$ cat config.mk
export PLATFORM = sky130hd
export DESIGN_NAME = circular_record_queue_top
export DESIGN_NICKNAME = d
export VERILOG_FILES = /design/src/rtl/core/crq_pkg.sv /design/src/rtl/core/crq_ctrl.sv /design/src/rtl/core/crq_datapath.sv /design/src/rtl/core/circular_record_queue_top.sv
export SDC_FILE = /design/constraint.sdc
export NUM_CORES = 1
export LEC_CHECK = 0
export BUFFER_PORTS_ARGS = -buffer_cell sky130_fd_sc_hd__buf_2
export CAP_MARGIN = 15
export CORE_MARGIN = 2
export CORE_UTILIZATION = 35
export DETAILED_ROUTE_END_ITERATION = 7
export HOLD_SLACK_MARGIN = 0.1
export PLACE_DENSITY = 0.54
export SYNTH_ARGS = -nofsm -noshare
export SYNTH_HDL_FRONTEND = slang
export SYNTH_SLANG_ARGS = --single-unit
$ cat constraint.sdc
create_clock -name aclk -period 45.7 [get_ports aclk]
set_input_delay 9.14 -clock aclk [delete_from_list [all_inputs] [get_ports aclk]]
set_output_delay 9.14 -clock aclk [all_outputs]
set_load 0.02 [all_outputs]
$ cat src/rtl/core/crq_pkg.sv
package crq_pkg;

    localparam int DEPTH_DEFAULT = 8;

    localparam logic [1:0] REQ_PUSH  = 2'd0;
    localparam logic [1:0] REQ_POP   = 2'd1;
    localparam logic [1:0] REQ_SHOW  = 2'd2;
    localparam logic [1:0] REQ_CLEAR = 2'd3;

    localparam logic [1:0] STS_OK    = 2'd0;
    localparam logic [1:0] STS_FULL  = 2'd1;
    localparam logic [1:0] STS_EMPTY = 2'd2;

    typedef struct packed {
        logic [1:0]         req_type;
        logic signed [31:0] rec_key;
        logic [63:0]        rec_name_tag;
        logic [7:0]         rec_age;
    } in_item_t;

    typedef struct packed {
        logic [1:0]         status;
        logic signed [31:0] out_key;
        logic [63:0]        out_name_tag;
        logic [7:0]         out_age;
        logic               has_record;
        logic               last_of_run;
        logic [3:0]         fill_level;
    } out_item_t;

    typedef struct packed {
        logic signed [31:0] key;
        logic [63:0]        name_tag;
        logic [7:0]         age;
    } record_t;

    typedef enum logic [1:0] {
        ST_IDLE,
        ST_POP,
        ST_SHOW
    } state_t;

    typedef enum logic [2:0] {
        RES_PUSH,
        RES_FULL,
        RES_EMPTY,
        RES_CLEAR,
        RES_POP,
        RES_SHOW
    } res_kind_t;

    typedef struct packed {
        logic      load_out;
        res_kind_t out_kind;
        logic      do_push;
        logic      do_pop;
        logic      do_clear;
        logic      load_cursor;
        logic      step_cursor;
    } crq_cmd_t;

    typedef struct packed {
        logic out_free;
        logic empty;
        logic full;
        logic show_last;
    } crq_stat_t;

endpackage

$ cat src/rtl/core/crq_ctrl.sv
module crq_ctrl (
    input  logic                aclk,
    input  logic                aresetn,
    input  logic                s_valid,
    output logic                s_ready,
    input  logic [1:0]          req_type,
    input  crq_pkg::crq_stat_t  stat,
    output crq_pkg::crq_cmd_t   cmd
);
    import crq_pkg::*;

    state_t state_reg;
    state_t state_next;

    always_ff @(posedge aclk) begin
        if (!aresetn) begin
            state_reg <= ST_IDLE;
        end else begin
            state_reg <= state_next;
        end
    end

    // next state
    always_comb begin
        state_next = state_reg;
        case (state_reg)
            ST_IDLE: begin
                if (s_valid && stat.out_free && !stat.empty) begin
                    if (req_type == REQ_POP) begin
                        state_next = ST_POP;
                    end else if (req_type == REQ_SHOW) begin
                        state_next = ST_SHOW;
                    end
                end
            end
            ST_POP: begin
                if (stat.out_free) begin
                    state_next = ST_IDLE;
                end
            end
            ST_SHOW: begin
                if (stat.out_free && stat.show_last) begin
                    state_next = ST_IDLE;
                end
            end
            default: begin
                state_next = ST_IDLE;
            end
        endcase
    end

    // outputs
    always_comb begin
        s_ready         = 1'b0;
        cmd             = '0;
        cmd.out_kind    = RES_PUSH;
        case (state_reg)
            ST_IDLE: begin
                s_ready = stat.out_free;
                if (s_valid && stat.out_free) begin
                    case (req_type)
                        REQ_PUSH: begin
                            cmd.load_out = 1'b1;
                            cmd.out_kind = stat.full ? RES_FULL : RES_PUSH;
                            cmd.do_push  = !stat.full;
                        end
                        REQ_POP, REQ_SHOW: begin
                            if (stat.empty) begin
                                cmd.load_out = 1'b1;
                                cmd.out_kind = RES_EMPTY;
                            end else begin
                                cmd.load_cursor = 1'b1;
                            end
                        end
                        REQ_CLEAR: begin
                            cmd.load_out = 1'b1;
                            cmd.out_kind = RES_CLEAR;
                            cmd.do_clear = 1'b1;
                        end
                        default: begin
                            cmd.load_out = 1'b0;
                        end
                    endcase
                end
            end
            ST_POP: begin
                if (stat.out_free) begin
                    cmd.load_out = 1'b1;
                    cmd.out_kind = RES_POP;
                    cmd.do_pop   = 1'b1;
                end
            end
            ST_SHOW: begin
                if (stat.out_free) begin
                    cmd.load_out    = 1'b1;
                    cmd.out_kind    = RES_SHOW;
                    cmd.step_cursor = 1'b1;
                end
            end
            default: begin
                s_ready = 1'b0;
            end
        endcase
    end

endmodule

$ cat src/rtl/core/crq_datapath.sv
module crq_datapath #(
    parameter int DEPTH = crq_pkg::DEPTH_DEFAULT
) (
    input  logic                aclk,
    input  logic                aresetn,
    input  crq_pkg::in_item_t   s_data,
    input  crq_pkg::crq_cmd_t   cmd,
    output crq_pkg::crq_stat_t  stat,
    output logic                m_valid,
    input  logic                m_ready,
    output crq_pkg::out_item_t  m_data
);
    import crq_pkg::*;

    localparam int PTR_W = (DEPTH > 1) ? $clog2(DEPTH) : 1;
    localparam int CNT_W = $clog2(DEPTH + 1);

    record_t mem [DEPTH];

    logic [PTR_W-1:0] head_reg;
    logic [PTR_W-1:0] head_next;
    logic [PTR_W-1:0] tail_reg;
    logic [PTR_W-1:0] tail_next;
    logic [CNT_W-1:0] count_reg;
    logic [CNT_W-1:0] count_next;
    logic [PTR_W-1:0] cursor_reg;
    logic [PTR_W-1:0] cursor_next;
    logic [CNT_W-1:0] left_reg;
    logic [CNT_W-1:0] left_next;
    record_t          rd_data_reg;
    logic             m_valid_reg;
    logic             m_valid_next;
    out_item_t        m_data_reg;
    out_item_t        m_data_next;
    logic [CNT_W-1:0] fill_cnt;
    logic [CNT_W+3:0] fill_wide;
    record_t          wr_rec;

    function automatic logic [PTR_W-1:0] advance(input logic [PTR_W-1:0] p);
        advance = (p == PTR_W'(DEPTH - 1)) ? '0 : p + 1'b1;
    endfunction

    assign stat.out_free  = !m_valid_reg || m_ready;
    assign stat.empty     = (count_reg == '0);
    assign stat.full      = (count_reg == CNT_W'(DEPTH));
    assign stat.show_last = (left_reg == CNT_W'(1));

    assign wr_rec.key      = s_data.rec_key;
    assign wr_rec.name_tag = s_data.rec_name_tag;
    assign wr_rec.age      = s_data.rec_age;

    // record store, one write and one registered read per cycle
    always_ff @(posedge aclk) begin
        if (cmd.do_push) begin
            mem[tail_reg] <= wr_rec;
        end
        rd_data_reg <= mem[cursor_next];
    end

    always_comb begin
        head_next  = head_reg;
        tail_next  = tail_reg;
        count_next = count_reg;
        if (cmd.do_clear) begin
            head_next  = '0;
            tail_next  = '0;
            count_next = '0;
        end else if (cmd.do_push) begin
            tail_next  = advance(tail_reg);
            count_next = count_reg + 1'b1;
        end else if (cmd.do_pop) begin
            head_next  = advance(head_reg);
            count_next = count_reg - 1'b1;
        end
    end

    always_comb begin
        cursor_next = cursor_reg;
        left_next   = left_reg;
        if (cmd.load_cursor) begin
            cursor_next = head_reg;
            left_next   = count_reg;
        end else if (cmd.step_cursor) begin
            cursor_next = advance(cursor_reg);
            left_next   = left_reg - 1'b1;
        end
    end

    // result assembly
    always_comb begin
        fill_cnt                 = count_reg;
        m_data_next              = '0;
        m_data_next.last_of_run  = 1'b1;
        case (cmd.out_kind)
            RES_PUSH: begin
                fill_cnt = count_reg + 1'b1;
            end
            RES_FULL: begin
                m_data_next.status = STS_FULL;
            end
            RES_EMPTY: begin
                m_data_next.status = STS_EMPTY;
            end
            RES_CLEAR: begin
                fill_cnt = '0;
            end
            RES_POP: begin
                fill_cnt                 = count_reg - 1'b1;
                m_data_next.out_key      = rd_data_reg.key;
                m_data_next.out_name_tag = rd_data_reg.name_tag;
                m_data_next.out_age      = rd_data_reg.age;
                m_data_next.has_record   = 1'b1;
            end
            RES_SHOW: begin
                m_data_next.out_key      = rd_data_reg.key;
                m_data_next.out_name_tag = rd_data_reg.name_tag;
                m_data_next.out_age      = rd_data_reg.age;
                m_data_next.has_record   = 1'b1;
                m_data_next.last_of_run  = (left_reg == CNT_W'(1));
            end
            default: begin
                fill_cnt = count_reg;
            end
        endcase
        fill_wide              = {4'b0000, fill_cnt};
        m_data_next.fill_level = fill_wide[3:0];
    end

    always_comb begin
        m_valid_next = m_valid_reg;
        if (cmd.load_out) begin
            m_valid_next = 1'b1;
        end else if (m_ready) begin
            m_valid_next = 1'b0;
        end
    end

    always_ff @(posedge aclk) begin
        if (!aresetn) begin
            head_reg    <= '0;
            tail_reg    <= '0;
            count_reg   <= '0;
            m_valid_reg <= 1'b0;
        end else begin
            head_reg    <= head_next;
            tail_reg    <= tail_next;
            count_reg   <= count_next;
            m_valid_reg <= m_valid_next;
        end
    end

    always_ff @(posedge aclk) begin
        cursor_reg <= cursor_next;
        left_reg   <= left_next;
        if (cmd.load_out) begin
            m_data_reg <= m_data_next;
        end
    end

    assign m_valid = m_valid_reg;
    assign m_data  = m_data_reg;

endmodule

$ cat src/rtl/core/circular_record_queue_top.sv
// Ring-buffer queue of DEPTH records (key, 8-byte name tag, age) behind a valid/ready
// request channel and a valid/ready result channel. Push, clear, and pop or show on an
// empty queue give their one result in the cycle after the request transfer. A pop
// registers its record read first, as the store has a single registered read port. A
// show gives its held records one per cycle from that read port and stalls with the
// result channel. A request is taken once the previous request's results are all in the
// output register and that register is empty or transfers its result in the same cycle.
// No clearing pass after reset: entries are read only after being written.
module circular_record_queue_top #(
    parameter int DEPTH = crq_pkg::DEPTH_DEFAULT
) (
    input  logic               aclk,
    input  logic               aresetn,
    input  logic               s_valid,
    output logic               s_ready,
    input  crq_pkg::in_item_t  s_data,
    output logic               m_valid,
    input  logic               m_ready,
    output crq_pkg::out_item_t m_data
);
    import crq_pkg::*;

    crq_cmd_t  cmd;
    crq_stat_t stat;

    crq_ctrl u_ctrl (
        .aclk     (aclk),
        .aresetn  (aresetn),
        .s_valid  (s_valid),
        .s_ready  (s_ready),
        .req_type (s_data.req_type),
        .stat     (stat),
        .cmd      (cmd)
    );

    crq_datapath #(
        .DEPTH (DEPTH)
    ) u_datapath (
        .aclk    (aclk),
        .aresetn (aresetn),
        .s_data  (s_data),
        .cmd     (cmd),
        .stat    (stat),
        .m_valid (m_valid),
        .m_ready (m_ready),
        .m_data  (m_data)
    );

endmodule

==> results.json, run 1 <==
{
  "outcome": "finished, final reports clean",
  "largest_register_ff_count": 832,
  "timing.hold.worst.class": "register to register",
  "core_area_sq_um": 114000,
  "share_seq_of_total_power": 0.471,
  "sum_neg_setup_slack_ps": 0,
  "finalCritPeriodShare": 0.423,
  "timing.reg2reg.worst_path_depth": 10,
  "grt_first_pass_wirelength_um": 149000,
  "clockRootBuffer": "sky130_fd_sc_hd__clkbuf_16",
  "yosys_most_used_dff": "sky130_fd_sc_hd__edfxtp_1",
  "cts_setup_buffers": 0,
  "ys_warnings": 0,
  "tmin_final_ps": 19320,
  "postRouteAntennaNets": 0,
  "critical_path_cell_count": 4,
  "ys_ff_latch": 1068,
  "syn-mean-instance-area_sq_um": 16.1,
  "cts_inserted_buffers": 112,
  "worstReg2RegStart": "u_datapath.count_reg[0]",
  "netlist_instances": 2495,
  "mappedNetlistNets": 2620,
  "globalRouteOverflowTotal": 0,
  "detailroute.via_count": 22600,
  "synth.yosys.seq_area_share": 0.768,
  "p_sw_uw": 662,
  "placement_setup_slack_ps": 26420,
  "relSlewSlack": 0.255,
  "worstPathCellList": "buf_2 -> nor2b_1 -> nor3_1 -> buf_2",
  "globalRouteTotalUtil": 0.168,
  "actual_transition_at_the_worst_max_transition_pin_ps": 1120,
  "post-synth-top-count-cell": "sky130_fd_sc_hd__edfxtp_1",
  "ios": 224,
  "worst_path_largest_cell_delay_ps": 600,
  "number_of_global_route_vias_before_repair": 22700,
  "power_density_nw_per_um2": 52.5,
  "setup_repair_after_global_routing_missed_its_margin": "false",
  "netlist_top_cells_count": "948 x sky130_fd_sc_hd__edfxtp_1, 420 x sky130_fd_sc_hd__and3_1, 415 x sky130_fd_sc_hd__a211oi_1",
  "first_pass_iters": 6,
  "timing.clock.skew_ps": 21.8,
  "clockPowerShare": 0.370,
  "tritoncts": "yes",
  "final-setup-viol-count": 0,
  "leakage_nw": 16.1,
  "synth_enable_flop_cells": 948,
  "worst-path-buf-inv": 2,
  "post-synth-top-area-fraction": 0.708,
  "num_rows": 124,
  "synth.area.top_cells": "sky130_fd_sc_hd__edfxtp_1 71%, sky130_fd_sc_hd__a211oi_1 7.7%, sky130_fd_sc_hd__and3_1 6.5%",
  "clock_path_buffers": 3,
  "grt_antenna_before_repair": 21,
  "routedWlPerCell_um": 23.6,
  "combPwrFrac": 0.159,
  "synth_cell_type_count": 54,
  "data_arrival_at_the_endpoint_of_the_critical_path_ps": 10180,
  "cellInternalPower_mw": 1.77,
  "post_cts_resize_count": 0,
  "fin_ws_ps": 26380,
  "pin_count_of_the_biggest_net_entering_global_routing": 150,
  "initial_core_util": 0.352,
  "port_buffers": 223,
  "ctsHoldBuffers": 0,
  "final_net_count": 2798,
  "maxCapViolations": 0,
  "synth_area_leader_cell": "sky130_fd_sc_hd__edfxtp_1",
  "drt_drc_violations_left": 0,
  "path_common_cell": "sky130_fd_sc_hd__buf_2",
  "worst_hold_startpoint": "u_datapath.rd_data_reg[99]",
  "die_w_um": 343,
  "detailed_placement_hpwl_um": 48200,
  "clk_latency_ps": 700,
  "synth_async_sr_flop_share": 0,
  "mean_number_of_vias_per_cell": 5.28,
  "worst_path_dominant_cell_family": "simple AND/OR/NAND/NOR gates",
  "routabilityCongestion": 0.736,
  "critPathRequiredTime_ps": 36560,
  "timing.final.max_slew_violations": 0,
  "final_hold_viol_count": 0,
  "worst_setup_path_start_kind": "input port",
  "timing.critical_path.from": "m_ready",
  "syn_area_sq_um": 40200,
  "switching_share": 0.272,
  "layout-drive-gt1-share": 0.172,
  "final_util": 0.406,
  "ir_worst_vdd_v": 0.0000297,
  "cts_htree_levels": 3,
  "drt_iter0_drc": 1726,
  "design.die.area_sq_um": 118000,
  "die-height_um": 343,
  "crit_path_end_kind": "primary output",
  "worstHoldPathCells": 1,
  "cts_sinks": 1068,
  "crit_path_top_delay_cell": "sky130_fd_sc_hd__nor2b_1",
  "max_freq_ghz": 0.0518,
  "register_clock_pin_slew_on_the_reported_worst_setup_and_hold_paths_ps": 60,
  "crit_type": "input port to primary output",
  "flow.area_growth_from_synthesis_pct": 15.4,
  "critical_path_peak_fanout": 11,
  "wirelength_um": 101000
}
## metal layers
| layer | vias to the layer above | global-route usage | routed length, um |
|---|---|---|---|
| li1 | 10300 | - | - |
| met1 | 11500 | 0.230 | 45200 |
| met2 | 591 | 0.273 | 48400 |
| met5 | - | 0 | 193 |
| met4 | 28 | 0.0459 | 1870 |
| met3 | 167 | 0.0325 | 5510 |
## per-stage QoR
| stage | cells | power, mW | hold slack, ps | cell area (sq um) |
|---|---|---|---|---|
| 2_1_floorplan | 2495 | 1.44 | 482 | 40200 |
| 3_3_place_gp | 4070 | 1.54 | 485 | 42700 |
| 3_5_place_dp | 4070 | 1.55 | 488 | 42700 |
| 4_1_cts | 4283 | 2.46 | 490 | 46400 |
| 5_1_grt | 4285 | 2.54 | 498 | 46400 |
| 6_report | 4288 | 2.43 | 493 | 46400 |
## cell usage in the layout (no fill, tap or decap), drive strengths merged, types with 6 or more instances in the layout
cell type  count
nor2          22
nor2b          8
a21oi         16
a211oi       416
buf          267
nand3          6
and2         105
o21ai         13
clkinv        49
mux2i          6
bufinv         7
clkbuf       146
dfxtp        120
edfxtp       948
inv           18
nor4         106
nand2         24
and3         420
ha            15
nor3          11
## worst register-to-register path, cell delays in order, from the launching register on
cell,delay (ps)
sky130_fd_sc_hd__dfxtp_1,480
sky130_fd_sc_hd__inv_1,140
sky130_fd_sc_hd__ha_1,230
sky130_fd_sc_hd__or3b_4,290
sky130_fd_sc_hd__nand2_4,90
sky130_fd_sc_hd__or3_4,550
sky130_fd_sc_hd__nand2_8,760
sky130_fd_sc_hd__buf_4,1050
sky130_fd_sc_hd__buf_4,890
sky130_fd_sc_hd__a211oi_1,230
sky130_fd_sc_hd__nor4_1,310
## final timing paths
path	endpoint	slack, ps
max	s_ready	26380
min	u_datapath.m_data[105]	490
max reg2reg	u_datapath.rd_data_reg[55]	40560
min reg2reg	u_datapath.m_data[105]	490
## layout make-up
class                   count  area, sq um
fillers                 10300        67800
repair buffers            267         1520
multi-input cells        1212         8360
flip-flops and latches   1068        30900
clock buffers             146         3130
well taps                1512         1890
inverters                  12         50.0
diodes                      4         10.0
clock inverters            67          561
## cells by family (layout without fill, tap and decap cells)
logic type / count (synthesis) / after routing / share of synthesized area
muxes: 6 / 6 / 0.00159
DFF: 1068 / 1068 / 0.768
adders and majority gates: 15 / 15 / 0.00467
buffers and inverters: 215 / 492 / 0.0274
AOI/OAI and AO/OA: 465 / 465 / 0.0854
xor gates and xnor gates: 6 / 6 / 0.00131
and+or+nand+nor: 720 / 720 / 0.112
other: 0 / 4 / 0
## power by group through the flow
stage | sequential [mW] | clock, mW | combinational, mW
global placement | 1.17 | 0 | 0.378
detailed placement | 1.17 | 0 | 0.387
CTS | 1.15 | 0.923 | 0.388
global route | 1.15 | 0.960 | 0.428
finish | 1.15 | 0.900 | 0.388
floorplan | 1.17 | 0 | 0.270
(Power assumes the default switching activity.)
==> run 2: changes to the inputs <==
--- a/config.mk
+++ b/config.mk
@@ -5,13 +5,14 @@
 export SDC_FILE = /design/constraint.sdc
 export NUM_CORES = 1
 export LEC_CHECK = 0
+export ABC_AREA = 1
 export BUFFER_PORTS_ARGS = -buffer_cell sky130_fd_sc_hd__buf_2
 export CAP_MARGIN = 15
 export CORE_MARGIN = 2
 export CORE_UTILIZATION = 35
 export DETAILED_ROUTE_END_ITERATION = 7
 export HOLD_SLACK_MARGIN = 0.1
-export PLACE_DENSITY = 0.54
+export PLACE_DENSITY = 0.55
 export SYNTH_ARGS = -nofsm -noshare
 export SYNTH_HDL_FRONTEND = slang
 export SYNTH_SLANG_ARGS = --single-unit
==> constraint.sdc (replaced) <==
create_clock -name aclk -period 15.9 [get_ports aclk]
set_input_delay 3.18 -clock aclk [delete_from_list [all_inputs] [get_ports aclk]]
set_output_delay 3.18 -clock aclk [all_outputs]
set_load 0.02 [all_outputs]
==> results.json, run 2 <==
{
  "die-height_um": 360,
  "synth_enable_flop_cells": 948,
  "synth.yosys.seq_area_share": 0.695,
  "synth.area.top_cells": "sky130_fd_sc_hd__edfxtp_1 64%, sky130_fd_sc_hd__nand3_1 8.4%, sky130_fd_sc_hd__nand2_1 8.2%",
  "slack_of_the_worst_reg_to_reg_path_ps": 11900,
  "mappedNetlistNets": 4305,
  "worst_min_delay_path_endpoint": "u_datapath.head_reg[1]",
  "detailed_placement_hpwl_um": 52200,
  "timing.final.max_slew_violations": 0,
  "netlist_top_cells_count": "976 x sky130_fd_sc_hd__nand2_1, 948 x sky130_fd_sc_hd__edfxtp_1, 861 x sky130_fd_sc_hd__inv_1",
  "leakage_nw": 22.0,
  "yosys_most_used_dff": "sky130_fd_sc_hd__edfxtp_1",
  "netlist_instances": 4180,
  "core_area_sq_um": 126000,
  "synth_cell_type_count": 31,
  "final-setup-viol-count": 0,
  "crit_type": "input port to primary output",
  "worstPathCellList": "buf_2 -> nor2_1 -> nor2_1 -> buf_2",
  "worst_setup_path_start_kind": "input port",
  "routabilityCongestion": 0.753,
  "register_clock_pin_slew_on_the_reported_worst_setup_and_hold_paths_ps": 60,
  "worstReg2RegStart": "u_datapath.count_reg[0]",
  "number_of_global_route_vias_before_repair": 26800,
  "cts_setup_buffers": 0,
  "design_power_total_mw": 8.05,
  "cts_inserted_buffers": 116,
  "layout.cells.most_common_list": "974 x sky130_fd_sc_hd__nand2_1, 948 x sky130_fd_sc_hd__edfxtp_1, 861 x sky130_fd_sc_hd__inv_1",
  "post-synth-top-count-cell": "sky130_fd_sc_hd__nand2_1",
  "tritoncts": "yes",
  "synth_async_sr_flop_share": 0,
  "timing.clock.skew_ps": 23.1,
  "layout-drive-gt1-share": 0.104,
  "design.die.area_sq_um": 130000,
  "final_net_count": 4464,
  "flow.area_growth_from_synthesis_pct": 14.1,
  "detailroute.via_count": 28200,
  "num_rows": 130,
  "largest_register_ff_count": 832,
  "outcome": "finished, final reports clean",
  "pin_count_of_the_biggest_net_entering_global_routing": 232,
  "timing.hold.worst.class": "register to register",
  "syn-mean-instance-area_sq_um": 10.6,
  "die_w_um": 360,
  "tmin_final_ps": 6950,
  "most_frequent_standard_cell_in_the_layout_excluding_fill_and_tap_cells": "sky130_fd_sc_hd__nand2_1",
  "finalCritPeriodShare": 0.437,
  "clk_latency_ps": 730,
  "clockRootBuffer": "sky130_fd_sc_hd__clkbuf_16",
  "worst_hold_startpoint": "u_datapath.head_reg[1]",
  "final_util": 0.403,
  "worst_path_dominant_cell_family": "simple AND/OR/NAND/NOR gates",
  "crit_path_end_kind": "primary output",
  "cts_htree_levels": 3,
  "data_arrival_at_the_endpoint_of_the_critical_path_ps": 3770,
  "fill_cell_count": 11900,
  "ys_ff_latch": 1068,
  "cts_sinks": 1068,
  "power_density_nw_per_um2": 159,
  "ctsHoldBuffers": 0,
  "wirelength_um": 109000,
  "globalRouteTotalUtil": 0.166,
  "grt_first_pass_wirelength_um": 165000,
  "sum_neg_setup_slack_ps": 0,
  "worst-path-buf-inv": 2,
  "grt_antenna_before_repair": 29,
  "drt_iter0_drc": 2063,
  "relSlewSlack": 0.146,
  "max_freq_ghz": 0.144,
  "post-synth-top-area-fraction": 0.641,
  "globalRouteOverflowTotal": 0,
  "post_cts_resize_count": 0,
  "synth_area_leader_cell": "sky130_fd_sc_hd__edfxtp_1",
  "first_pass_iters": 7,
  "ios": 224,
  "postRouteAntennaNets": 0,
  "clock_path_buffers": 3,
  "crit_path_top_delay_cell": "sky130_fd_sc_hd__nor2_1",
  "worstHoldPathCells": 2,
  "ys_warnings": 0,
  "drt_drc_violations_left": 0,
  "maxCapViolations": 0,
  "port_buffers": 223,
  "ir_worst_vdd_v": 0.000157,
  "mean_number_of_vias_per_cell": 4.63,
  "critPathRequiredTime_ps": 12720,
  "actual_transition_at_the_worst_max_transition_pin_ps": 1280,
  "syn_area_sq_um": 44400,
  "worst_r2r_endpoint": "u_datapath.rd_data_reg[68]",
  "timing.reg2reg.worst_path_depth": 12,
  "routedWlPerCell_um": 17.8,
  "initial_core_util": 0.353,
  "critical_path_peak_fanout": 5,
  "setup_repair_after_global_routing_missed_its_margin": "false",
  "final_hold_viol_count": 0,
  "worst_path_largest_cell_delay_ps": 230
}
## run 2: cell types whose count changed in the layout (fill, tap and decap cells not counted), moves of 10 or more
cell / before / now
sky130_fd_sc_hd__a211oi_1: 415 / 0
sky130_fd_sc_hd__and2_1: 105 / 0
sky130_fd_sc_hd__and3_1: 420 / 0
sky130_fd_sc_hd__buf_4: 39 / 28
sky130_fd_sc_hd__clkbuf_1: 17 / 30
sky130_fd_sc_hd__inv_1: 11 / 861
sky130_fd_sc_hd__nand2_1: 21 / 974
sky130_fd_sc_hd__nand3_1: 4 / 750
sky130_fd_sc_hd__nand3b_1: 1 / 105
sky130_fd_sc_hd__nor2_1: 19 / 118
sky130_fd_sc_hd__nor4_1: 96 / 0
sky130_fd_sc_hd__nor4_2: 10 / 0
## run 2: where the power goes
part | leakage, nW | internal [mW] | switching (mW)
sequential | 9.64 | 3.29 | 0.0774
clock | 1.79 | 1.50 | 1.09
combinational | 10.6 | 0.587 | 1.49
## run 2: worst max-delay path by stage
stage	start	to	slack (ps)	cells past startpoint
after floorplan	s_data[104]	u_datapath.mem[5][0]	4050	8
after global placement	s_data[104]	u_datapath.rd_data_reg[67]	8960	14
after detailed placement	m_ready	s_ready	8950	4
after CTS	m_ready	s_ready	8950	4
after global routing	m_ready	s_ready	8880	4
final	m_ready	s_ready	8950	4
## run 2: metrics by stage
step / setup WS, ps / area (sq um) / cells / hold slack, ps
6_report: 8950 / 50700 / 6096 / 502
5_1_grt: 8880 / 50700 / 6093 / 536
4_1_cts: 8950 / 50700 / 6089 / 499
3_5_place_dp: 8950 / 47000 / 5871 / 491
3_3_place_gp: 8960 / 47000 / 5871 / 487
2_1_floorplan: 4050 / 44400 / 4180 / 466
## run 2: worst min-delay path, cell delays in order, from the launching register on
cell and delay [ps]:
sky130_fd_sc_hd__dfxtp_1 340, sky130_fd_sc_hd__nand2_1 70, sky130_fd_sc_hd__a21oi_1 50
## run 2: layout make-up
cell class / instances / area [sq um] / share of cell area
flip-flops and latches: 1068 / 30900 / 0.609
multi-input cells: 2028 / 9360 / 0.184
inverters: 867 / 3260 / 0.0643
clock buffers: 162 / 3260 / 0.0642
well taps: 1650 / 2060 / 0.0407
repair buffers: 258 / 1470 / 0.0289
clock inverters: 56 / 429 / 0.00846
diodes: 7 / 17.5 / 0.000345
## run 2: cell families after synthesis
family	after synthesis	share of synthesized area
flip-flops	1068	0.695
adder cells (fa/ha/maj)	15	0.00422
AND/OR/NAND/NOR	1977	0.199
buffers and inverters	1084	0.0975
XOR/XNOR	6	0.00118
AO/OA/AOI/OAI	30	0.00380
## run 2: metal layers
| metal | wire (um) | global-route usage |
|---|---|---|
| met5 | 139 | 0 |
| met4 | 2220 | 0.0511 |
| met3 | 6070 | 0.0292 |
| met2 | 51200 | 0.274 |
| met1 | 49000 | 0.221 |
==> run 3: changes to the inputs <==
--- a/config.mk
+++ b/config.mk
@@ -5,7 +5,7 @@
 export SDC_FILE = /design/constraint.sdc
 export NUM_CORES = 1
 export LEC_CHECK = 0
-export ABC_AREA = 1
+export ABC_AREA = 0
 export BUFFER_PORTS_ARGS = -buffer_cell sky130_fd_sc_hd__buf_2
 export CAP_MARGIN = 15
 export CORE_MARGIN = 2
==> constraint.sdc (replaced) <==
create_clock -name aclk -period 5.6 [get_ports aclk]
set_input_delay 1.12 -clock aclk [delete_from_list [all_inputs] [get_ports aclk]]
set_output_delay 1.12 -clock aclk [all_outputs]
set_load 0.02 [all_outputs]
==> results.json, run 3 (synthesized netlist as in run 1, its figures left out) <==
{
  "critical_path_peak_fanout": 113,
  "detailroute.via_count": 22800,
  "fin_ws_ps": 1610,
  "data_arrival_at_the_endpoint_of_the_critical_path_ps": 4550,
  "final_net_count": 2802,
  "cts_sinks": 1068,
  "largest_register_ff_count": 832,
  "setup_repair_after_global_routing_missed_its_margin": "false",
  "outcome": "finished, final reports clean",
  "clk_latency_ps": 690,
  "routabilityCongestion": 0.753,
  "mean_number_of_vias_per_cell": 5.30,
  "maxCapViolations": 0,
  "postRouteAntennaNets": 0,
  "most_frequent_standard_cell_in_the_layout_excluding_fill_and_tap_cells": "sky130_fd_sc_hd__edfxtp_1",
  "crit_type": "register to register",
  "final-setup-viol-count": 0,
  "clockRootBuffer": "sky130_fd_sc_hd__clkbuf_16",
  "ctsHoldBuffers": 0,
  "num_rows": 124,
  "actual_transition_at_the_worst_max_transition_pin_ps": 1070,
  "wirelength_um": 102000,
  "design.die.area_sq_um": 118000,
  "number_of_global_route_vias_before_repair": 22600,
  "globalRouteOverflowTotal": 0,
  "register_area_sq_um": 30900,
  "tmin_final_ps": 3990,
  "max_freq_ghz": 0.251,
  "detailed_placement_hpwl_um": 50800,
  "final_hold_viol_count": 0,
  "grt_antenna_before_repair": 35,
  "final_cells": 4296,
  "critPathRequiredTime_ps": 6160,
  "power_density_nw_per_um2": 426,
  "ios": 224,
  "relSlewSlack": 0.289,
  "globalRouteTotalUtil": 0.169,
  "crit_path_end_kind": "register",
  "timing.hold.worst.class": "register to register",
  "register_clock_pin_slew_on_the_reported_worst_setup_and_hold_paths_ps": 70,
  "drt_drc_violations_left": 0,
  "grt_first_pass_wirelength_um": 148000,
  "layout.cells.most_common_list": "948 x sky130_fd_sc_hd__edfxtp_1, 419 x sky130_fd_sc_hd__and3_1, 415 x sky130_fd_sc_hd__a211oi_1",
  "initial_core_util": 0.352,
  "die-height_um": 343,
  "multiInputGateArea_sq_um": 8430,
  "timing.final.max_slew_violations": 0,
  "first_pass_iters": 5,
  "fin_worst_hold_slack_ps": 502,
  "layout-drive-gt1-share": 0.174,
  "port_buffers": 223,
  "final_util": 0.409,
  "tritoncts": "yes",
  "ir_worst_vdd_v": 0.000387,
  "cts_inserted_buffers": 111,
  "placement_setup_slack_ps": 1070,
  "fill_cell_count": 10400,
  "finalCritPeriodShare": 0.712,
  "leakage_nw": 16.2,
  "worst_setup_path_start_kind": "register",
  "drt_iter0_drc": 1842,
  "cts_setup_buffers": 0,
  "cts_htree_levels": 3,
  "clock_path_buffers": 3,
  "die_w_um": 343,
  "place.detailed.instances": 4076,
  "core_area_sq_um": 114000,
  "pin_count_of_the_biggest_net_entering_global_routing": 213,
  "timing.clock.skew_ps": 27.3,
  "post_cts_resize_count": 0,
  "design_power_total_mw": 19.9,
  "routedWlPerCell_um": 23.6,
  "flow.area_growth_from_synthesis_pct": 16.1
}
run 3: changes by cell type in the layout (fill, tap and decap cells not counted), sizes merged, moves of 14 or more:
cell / change
and2: +105
and3: +420
nand2: -959
clkbuf: -28
buf: +14
a211oi: +416
nor2: -106
nand3b: -104
nor4: +106
inv: -852
nand3: -746
clkinv: +19
run 3: area by class of cell:
class                   count  share of cell area
flip-flops and latches   1068               0.661
multi-input cells        1212               0.181
clock buffers             134              0.0629
well taps                1512              0.0405
repair buffers            272              0.0385
clock inverters            76              0.0146
inverters                  12             0.00102
diodes                     10            0.000536
run 3: path summary, 6_finish.rpt:
check | startpoint | to | slack [ps] | cells after the start
worst min-delay path | u_datapath.rd_data_reg[4] | u_datapath.m_data[10] | 500 | 1
worst max register to register | u_datapath.count_reg[0] | u_datapath.rd_data_reg[22] | 1610 | 9
worst max-delay path | u_datapath.count_reg[0] | u_datapath.rd_data_reg[22] | 1610 | 9
worst min register to register | u_datapath.rd_data_reg[4] | u_datapath.m_data[10] | 500 | 1
run 3: critical path, stage by stage, from the launching register on:
cell	delay, ps
sky130_fd_sc_hd__dfxtp_1	480
sky130_fd_sc_hd__inv_1	140
sky130_fd_sc_hd__ha_1	240
sky130_fd_sc_hd__or3b_4	300
sky130_fd_sc_hd__nand2_4	90
sky130_fd_sc_hd__o221ai_4	820
sky130_fd_sc_hd__nand2_8	730
sky130_fd_sc_hd__buf_12	430
sky130_fd_sc_hd__a211oi_1	370
sky130_fd_sc_hd__nor4_1	100
run 3: power breakdown:
part	leakage, nW	total (mW)	switching (mW)	internal [mW]
clock network	1.81	7.29	3.05	4.24
registers	9.64	9.36	0.161	9.20
logic	4.79	3.24	2.18	1.06
run 3: metrics by stage:
| step | instance area (sq um) | TNS [ps] |
|---|---|---|
| floorplan | 40300 | -425640 |
| global placement | 43000 | 0 |
| detailed placement | 43000 | 0 |
| CTS | 46700 | 0 |
| global route | 46700 | 0 |
| finish | 46700 | 0 |
run 3: metal layers:
layer  vias to the layer above  global-route usage  part of all wire
met3                       193              0.0362             0.065
met2                       604               0.263              0.46
met5                         -                   0            0.0020
li1                      10400                   -                 -
met1                     11600               0.235              0.45
met4                        34              0.0541             0.024
